[config.mk]
export PLATFORM = sky130hd
export DESIGN_NAME = rspg_ctrl
export DESIGN_NICKNAME = d
export VERILOG_FILES = /design/src/rtl/core/rspg_pkg.sv /design/src/rtl/core/rspg_ctrl.sv
export SDC_FILE = /design/constraint.sdc
export NUM_CORES = 1
export LEC_CHECK = 0
export ABC_AREA = 1
export BUFFER_PORTS_ARGS = -buffer_cell sky130_fd_sc_hd__clkbuf_2
export CAP_MARGIN = 20
export CORE_ASPECT_RATIO = 0.5
export CORE_UTILIZATION = 40
export DETAILED_ROUTE_END_ITERATION = 12
export HOLD_SLACK_MARGIN = 0.06
export PLACE_DENSITY = 0.59
export SYNTH_ARGS = -nofsm -noshare
export SYNTH_HDL_FRONTEND = slang
export SYNTH_SLANG_ARGS = --single-unit
[constraint.sdc]
create_clock -name clk -period 1.5 [get_ports clk]
set_input_delay 0.075 -clock clk [delete_from_list [all_inputs] [get_ports clk]]
set_output_delay 0.075 -clock clk [all_outputs]
set_load 0.005 [all_outputs]
[src/rtl/core/rspg_pkg.sv]
// shared types and constants of the ring sector polygon generator
`default_nettype none
package rspg_pkg;

	localparam int IN_DATA_W  = 88;
	localparam int OUT_DATA_W = 56;
	localparam int COORD_W    = 14;

	// restoring divider: 36 bit dividend, divisor below 2^27
	localparam int DIV_W     = 36;
	localparam int DEN_W     = 27;
	localparam int DIV_STEPS = DIV_W;

	// angles in Q30 radians
	localparam logic [26:0] PI30     = 27'd112441981;
	localparam logic [30:0] HALFPI   = 31'd1686629713;
	localparam logic [30:0] QUARTPI  = 31'd843314856;
	localparam logic [30:0] ONE30    = 31'd1073741824;
	localparam logic [35:0] RED_BIAS = 36'd26986075408;
	localparam logic [49:0] HALF_Q34 = 50'd8589934592;

	// floor(2^50 / PI30), step count estimate from the Q12 span
	localparam logic [23:0] SEG_RCP = 24'(64'd1125899906842624 / 64'd112441981);

	// horner divisors, sine first then cosine
	localparam int N_COEF    = 9;
	localparam int SIN_LAST  = 3;
	localparam int COS_FIRST = 4;
	localparam int COS_LAST  = 8;

	localparam logic [6:0] COEF_DIV [N_COEF] = '{
		7'd72, 7'd42, 7'd20, 7'd6, 7'd90, 7'd56, 7'd30, 7'd12, 7'd2
	};

	// floor(2^32 / d)
	localparam logic [31:0] COEF_RCP [N_COEF] = '{
		32'(64'd4294967296 / 64'd72), 32'(64'd4294967296 / 64'd42),
		32'(64'd4294967296 / 64'd20), 32'(64'd4294967296 / 64'd6),
		32'(64'd4294967296 / 64'd90), 32'(64'd4294967296 / 64'd56),
		32'(64'd4294967296 / 64'd30), 32'(64'd4294967296 / 64'd12),
		32'(64'd4294967296 / 64'd2)
	};

	typedef enum logic [4:0] {
		OP_NONE,
		OP_SEG_INIT,
		OP_SEG_COR,
		OP_DIV_STEP,
		OP_SEG_SET,
		OP_QR_SET,
		OP_RED_INIT,
		OP_RED_STEP,
		OP_FOLD,
		OP_SQR,
		OP_LDP,
		OP_RCP,
		OP_COR,
		OP_MULT,
		OP_SOUT,
		OP_QUAD,
		OP_SCX,
		OP_FINX,
		OP_SCY,
		OP_FINY,
		OP_EMIT,
		OP_FWD,
		OP_TURN,
		OP_BACK
	} dp_op_t;

	typedef struct packed {
		dp_op_t     op;
		logic [2:0] shift;
		logic [3:0] coef;
	} dp_cmd_t;

	typedef struct packed {
		logic inner;
		logic at_seg;
		logic at_zero;
		logic odd_point;
		logic out_busy;
	} dp_sts_t;

endpackage
`default_nettype wire

[src/rtl/core/rspg_ctrl.sv]
// sequencer of the ring sector polygon generator
`default_nettype none
module rspg_ctrl (
	input  wire logic              clk,
	input  wire logic              arst_n,
	input  wire logic              s_tvalid,
	output logic                   s_tready,
	input  rspg_pkg::dp_sts_t      sts,
	output rspg_pkg::dp_cmd_t      cmd
);
	import rspg_pkg::*;

	localparam int CNT_W = $clog2(DIV_STEPS);

	typedef enum logic [4:0] {
		S_IDLE,
		S_SEGINIT,
		S_SEGCOR,
		S_SEGSET,
		S_QDIV,
		S_QRSET,
		S_REDINIT,
		S_RED,
		S_FOLD,
		S_SQR,
		S_LDP,
		S_RCP,
		S_COR,
		S_MUL,
		S_SOUT,
		S_QUAD,
		S_SCX,
		S_FINX,
		S_SCY,
		S_FINY,
		S_WAIT,
		S_EMIT,
		S_STEP
	} state_t;

	state_t           state_q;
	dp_cmd_t          cmd_q;
	logic [CNT_W-1:0] cnt_q;
	dp_op_t           walk_op;
	logic             last_point;

	assign walk_op    = sts.inner ? OP_BACK : (sts.at_seg ? OP_TURN : OP_FWD);
	assign last_point = sts.inner && sts.at_zero;
	assign s_tready   = (state_q == S_IDLE);
	assign cmd        = cmd_q;

	always_ff @(posedge clk or negedge arst_n) begin
		if (!arst_n) begin
			state_q     <= S_IDLE;
			cmd_q.op    <= OP_NONE;
			cmd_q.shift <= '0;
			cmd_q.coef  <= '0;
			cnt_q       <= '0;
		end else begin
			cmd_q.op <= OP_NONE;
			case (state_q)
				S_IDLE: begin
					if (s_tvalid) begin
						state_q  <= S_SEGINIT;
						cmd_q.op <= OP_SEG_INIT;
					end
				end
				S_SEGINIT: begin
					state_q  <= S_SEGCOR;
					cmd_q.op <= OP_SEG_COR;
				end
				S_SEGCOR: begin
					state_q  <= S_SEGSET;
					cmd_q.op <= OP_SEG_SET;
				end
				S_SEGSET: begin
					state_q  <= S_QDIV;
					cmd_q.op <= OP_DIV_STEP;
					cnt_q    <= '0;
				end
				S_QDIV: begin
					if (cnt_q == CNT_W'(DIV_STEPS - 1)) begin
						state_q  <= S_QRSET;
						cmd_q.op <= OP_QR_SET;
					end else begin
						cnt_q    <= cnt_q + 1'b1;
						cmd_q.op <= OP_DIV_STEP;
					end
				end
				S_QRSET: begin
					state_q  <= S_REDINIT;
					cmd_q.op <= OP_RED_INIT;
				end
				S_REDINIT: begin
					state_q     <= S_RED;
					cmd_q.op    <= OP_RED_STEP;
					cmd_q.shift <= 3'd4;
				end
				S_RED: begin
					if (cmd_q.shift == 3'd0) begin
						state_q  <= S_FOLD;
						cmd_q.op <= OP_FOLD;
					end else begin
						cmd_q.shift <= cmd_q.shift - 1'b1;
						cmd_q.op    <= OP_RED_STEP;
					end
				end
				S_FOLD: begin
					state_q  <= S_SQR;
					cmd_q.op <= OP_SQR;
				end
				S_SQR: begin
					state_q    <= S_LDP;
					cmd_q.op   <= OP_LDP;
					cmd_q.coef <= '0;
				end
				S_LDP: begin
					state_q  <= S_RCP;
					cmd_q.op <= OP_RCP;
				end
				S_RCP: begin
					state_q  <= S_COR;
					cmd_q.op <= OP_COR;
				end
				S_COR: begin
					if (cmd_q.coef == 4'(SIN_LAST)) begin
						state_q  <= S_SOUT;
						cmd_q.op <= OP_SOUT;
					end else if (cmd_q.coef == 4'(COS_LAST)) begin
						state_q  <= S_QUAD;
						cmd_q.op <= OP_QUAD;
					end else begin
						state_q    <= S_MUL;
						cmd_q.op   <= OP_MULT;
						cmd_q.coef <= cmd_q.coef + 1'b1;
					end
				end
				S_MUL: begin
					state_q  <= S_RCP;
					cmd_q.op <= OP_RCP;
				end
				S_SOUT: begin
					state_q    <= S_LDP;
					cmd_q.op   <= OP_LDP;
					cmd_q.coef <= 4'(COS_FIRST);
				end
				S_QUAD: begin
					state_q  <= S_SCX;
					cmd_q.op <= OP_SCX;
				end
				S_SCX: begin
					state_q  <= S_FINX;
					cmd_q.op <= OP_FINX;
				end
				S_FINX: begin
					state_q  <= S_SCY;
					cmd_q.op <= OP_SCY;
				end
				S_SCY: begin
					state_q  <= S_FINY;
					cmd_q.op <= OP_FINY;
				end
				S_FINY: begin
					if (sts.odd_point) begin
						state_q <= S_WAIT;
					end else begin
						state_q  <= S_STEP;
						cmd_q.op <= walk_op;
					end
				end
				S_WAIT: begin
					if (!sts.out_busy) begin
						state_q  <= S_EMIT;
						cmd_q.op <= OP_EMIT;
					end
				end
				S_EMIT: begin
					if (last_point) begin
						state_q <= S_IDLE;
					end else begin
						state_q  <= S_STEP;
						cmd_q.op <= walk_op;
					end
				end
				S_STEP: begin
					state_q  <= S_REDINIT;
					cmd_q.op <= OP_RED_INIT;
				end
				default: begin
					state_q <= S_IDLE;
				end
			endcase
		end
	end

endmodule
`default_nettype wire

Word-level counts from Yosys, hierarchy flattened
Index checks and enable logic that the tools add are counted.

$add $sub $neg: 3. $mul: 0. Div/mod/pow operators: 0. $lt $le $gt $ge: 0. Equality and inequality tests: 33. Shifts and indexed selects: 0. Muxes and demuxes: 25. Bitwise gates (word level): 0. Reduce and logical (&&, ||, !) cells: 13.

Operator list (number): $pmux 5 s20 (2); $eq 5x4->1 const B (8); $mux 5 (8); $eq 5x5->1 const B (7); $eq 5x3->1 const B (4); $ne 2x2->1 const B (8); $mux 4 (3); $pmux 4 s3 (1); $pmux 6 s2 (1); $eq 5x2->1 const B (2); $mux 2 (5); $add 6x1->6 const B (1); $eq 6x6->1 const B (1); $mux 3 (2); $mux 6 (1); $pmux 3 s2 (1); $reduce_or 2->1 (3); $eq 5x1->1 const B (1); $logic_not 5->1 (1); $add 4x1->4 const B (1); $eq 4x2->1 const B (1); $eq 4x4->1 const B (1); $reduce_and 2->1 (2); $reduce_and 4->1 (1); other kinds (7) (8).

Bits in registers: 23. Bits in latches: 0. RAM bits: 0. ROM bits: 0. Input port bits: 8. Output and inout bits: 13. Logic and storage cells: 79. Memories: 0.

Logic depth before layout (Yosys ltp)
Depth after elaboration: 4. Gate-level depth with buffers: 10. Gate-level depth less buffers: 10.

Least setup slack after synthesis
Ideal clock, no wire load.

Path type: register to register. From: register state_q[0]. To: register cnt_q[5]. Library setup time: 0.117 ns. Arrival time: 1.187 ns. Data required time: 1.383 ns. Setup slack: 0.196 ns. Stages on the path, launching flop included: 9. Path buffers: 0. Clock period less this slack: 1.304 ns. Cells stage by stage: dfrtp_1 > nor2_4 > nand2_2 > nor2_4 > nand2_2 > nand2_4 > inv_2 > nand2_1 > o21ai_2.

Longest elaborated chain between the ends: 3. Elaborated cells on any way between the ends: 6. Classes of those cells: eq/ne (3); mux (1); reduce/logical (2).

Ends and longest elaborated chain: from (decl) (line rspg_ctrl.sv:41) `state_t state_q;`; from (signal assigned) (line rspg_ctrl.sv:54) `state_q <= S_IDLE;`; from (signal assigned) (line rspg_ctrl.sv:64) `state_q <= S_SEGINIT;`; from (signal assigned) (line rspg_ctrl.sv:69) `state_q <= S_SEGCOR;`; $eq 5x3->1 / $eq 5x2->1 (equally long branches) (line rspg_ctrl.sv:61) `case (state_q)`; $ne 2x2->1 (no source line) / $reduce_bool 2->1 (equally long branches); $reduce_and 2->1 (no source line); to (signal assigned) (line rspg_ctrl.sv:86) `cnt_q <= cnt_q + 1'b1;`; to (decl) (line rspg_ctrl.sv:43) `logic [CNT_W-1:0] cnt_q;`.

Several ways; a longest one is shown, not always the timed one. A chain may end at the register's enable or synchronous reset.

Final worst setup path
From: register state_q[1]. To: register state_q[2].

Longest elaborated chain between the ends: 3. Elaborated cells on any way between the ends: 32. Classes of those cells: eq/ne (26); mux (1); reduce/logical (5).

Ends and longest elaborated chain (line): $eq 5x5->1 (tied with other cells) (rspg_ctrl.sv:61); $reduce_or 2->1 (no source line) / $ne 2x2->1 (equally long branches); $pmux 5 s20 / $reduce_and 4->1 (equally long branches).

Several ways; a longest one is shown, not always the timed one.

==> summary.txt <==
Die
  – Initial Util: 43.9%
  – Row count: 15
  – Chip height: 46.3 um
  – Core Area: 0.00358 sq mm
  – I/O pin count: 21
  – Total die area: 0.00420 sq mm
  – Die Wd: 90.7 um

Logic synthesis
  – Count leader, synth: nand2_1
  – Synth area leaders: dfrtp_1 (37%), nand2_1 (11%), nand3_1 (11%)
  – Area leader, netlist: dfrtp_1
  – Asr flop ratio synth: 100%
  – Avg Inst Size Synth: 7.18 sq um
  – Post-Syn Area: 0.00157 sq mm
  – Yosys warnings: 0
  – Synth cell types: 26
  – Post-synthesis cell count: 219
  – Ys flop type: dfrtp_1
  – Post-synth EDFFs: 0
  – Syn Nets: 232
  – Synth top cells by count: nand2_1 (47), nand3_1 (34), inv_1 (25)
  – Post-synthesis sequential area ratio: 36.6%
  – Share of the synthesized area in the top cell type: 36.6%
  – Synth Register Bits: 23

Route
  – WL per Instance: 13.1 um
  – DRT iter0 DRCs: 64
  – Total routed wirelength: 3990 um
  – Via density: 4.95
  – DRT Pass-1 Iters: 4
  – Drt drc: 0
  – Post-route antenna net violation count: 0
  – Vias: 1509

Clock network
  – Root buffer cell: clkbuf_8
  – CTS Sinks: 23
  – CTS tree: yes
  – H-Tree Depth: 1
  – Clk_lat worst skew: 270 ps
  – Clock slew at reported path FFs: 80 ps
  – CTS buffer count: 3
  – Clk buf depth: 2

Setup path
  – CP Launch Type: flip-flop
  – Required time of the critical path: 1660 ps
  – CP Capture Point: state_q[2]$_DFFE_PN0P_
  – Reg2reg end: state_q[2]$_DFFE_PN0P_
  – Crit path max-delay family: simple AND/OR/NAND/NOR gates
  – CP Depth: 8
  – Critical path buffers and inverters: 0
  – CP arrival: 1610 ps
  – Worst-path fanout max: 6
  – Setup CP Type: flip-flop to flip-flop
  – R2r setup slk: 50 ps
  – Cell Chain, Critical Path: nor2_4 -> nand2_2 -> nor2_4 -> nand2_2 -> nand2_2 -> nor2_1 -> nand2_1 -> nand2_1
  – Cell mode on critical path: nand2_2
  – Critical register-to-register path startpoint: state_q[1]$_DFFE_PN0P_
  – Crit end category: flip-flop
  – Worst reg2reg path depth: 8
  – CP peak stage delay: 470 ps
  – Crit path max-delay cell type: dfrtp_2
  – Start point of the critical path: state_q[1]$_DFFE_PN0P_

Timing
  – Setup WS post-layout: 52.4 ps
  – Clock skew: 4.05 ps
  – Worst hold slack: 73.9 ps
  – Worst rel slew slack: 58.9%
  – Final Hold Fails: 0
  – Slew @ Worst Pin: 616 ps
  – RSZ-0062 raised after global routing: true
  – Final Cycle Share: 96.5%
  – Minimum clock period: 1450 ps
  – Final Setup Violations: 0
  – Max Clk Rate: 0.691 GHz
  – Final slew viol count: 0

Global route
  – Global route total overflow: 0
  – Initial antenna violation count: 0
  – Largest net degree at the start of global routing: 24
  – Total GRT Usage: 20.1%
  – First-pass GRT wire length: 6330 um
  – Vias in the first global route: 1347

Cells and area
  – Final net count: 268
  – Antenna Diode Count: 0
  – Fin cells: 305
  – Share of layout cells above drive strength 1: 28.3%
  – Area grow syn2layout: 20.6%
  – Finished Core Util: 52.9%

Run
  – Max_cap viols: 0

Worst hold path
  – Worst Hold Depth: 3
  – Worst hold-check path type: input port to flip-flop

Power and ir drop
  – P_leak: 1.01 nW
  – Pwr Total: 3.23 mW
  – Worst VDD drop: 0.681 mV
  – PwrDens: 1700 mW/mm^2

Place
  – Post-Place Cells: 295
  – Worst slack, placed: 35.8 ps
  – Final GP Congestion: 0.949
  – IO Port Bufs: 20
  – Dpl hpwl: 2980 um

Outcome
  – Outcome: complete, no violations
[logic make-up (layout without fill, tap and decap cells)]
kind of cell / Yosys count / in the layout / synth area share (%)
compound gates: 20 / 20 / 6.84
simple gates: 133 / 133 / 42.0
fa+ha+maj: 5 / 5 / 3.98
flops: 23 / 23 / 36.6
xor+xnor: 4 / 4 / 2.23
buf+inv: 34 / 69 / 8.35
[worst min-delay path by stage]
stage	start	to	slack [ps]
floorplan	arst_n	cmd[0]$_DFFE_PN0P_	-220
global placement	arst_n	cmd[0]$_DFFE_PN0P_	120
detailed placement	arst_n	cmd[2]$_DFFE_PN0P_	120
CTS	sts[3]	cmd[8]$_DFF_PN0_	70
global route	sts[3]	cmd[8]$_DFF_PN0_	90
finish	sts[3]	cmd[8]$_DFF_PN0_	70
[layout make-up]
class	instances	area (sq um)
timing repair buffer	32	193
inverter	32	126
fill	386	1690
sequential	23	581
timing repair inverter	1	7.51
tap	51	63.8
multi-input combinational	162	881
clock buffer	4	45.0
[worst reg2reg max path, stage by stage (launching register included)]
cell and delay [ps]:
dfrtp_2 470, nor2_4 220, nand2_2 120, nor2_4 130, nand2_2 100, nand2_2 100, nor2_1 70, nand2_1 70
nand2_1 60
[power by group]
part	internal [mW]	switching (mW)	leakage, nW
sequential	0.816	0.193	0.297
clock	0.191	0.214	0.0228
combinational	0.670	1.14	0.686
total	1.68	1.55	1.01
[placed cells by master, fill, tap and decap left out, drive strengths merged]
| cell type | count |
|---|---|
| nand2 | 57 |
| o21ai | 13 |
| nand3b | 1 |
| clkbuf | 24 |
| ha | 5 |
| xnor2 | 1 |
| nor3 | 3 |
| clkinvlp | 2 |
| o22ai | 2 |
| a21oi | 4 |
| buf | 11 |
| nor2 | 32 |
| inv | 29 |
| dlygate4sd3 | 1 |
| clkinv | 2 |
| xor2 | 3 |
| dfrtp | 23 |
| a31oi | 1 |
| nand4 | 6 |
| nand3 | 34 |
[per-layer routing]
metal,routed length (um),vias up,track usage [%],share of wire (%)
met4,19,0,4.19,0.48
met1,1920,693,26.6,48
li1,-,779,-,-
met2,1850,33,34.2,46
met3,199,4,4.79,5.0
met5,0,-,0,0
[sequential cells by signal, indices dropped and copies added (netlist names)]
name	flops
cmd	12
cnt_q	6
state_q	5
[per-stage QoR]
stage	setup TNS [ps]	area (sq um)
after floorplan	0	1570
after global placement	0	1780
after detailed placement	0	1780
final	0	1900
after CTS	0	1840
after global routing	-178	1900
[timing repair]
| item | CTS | global route |
|---|---|---|
| hold buffers | 1 | 0 |
| setup buffers | 0 | 4 |
| setup endpoints to repair | 0 | 18 |
| endpoints found under the hold margin | 23 | 0 |
| gates resized for setup | 0 | 10 |
No activity file was read; power rests on OpenSTA's default activity.
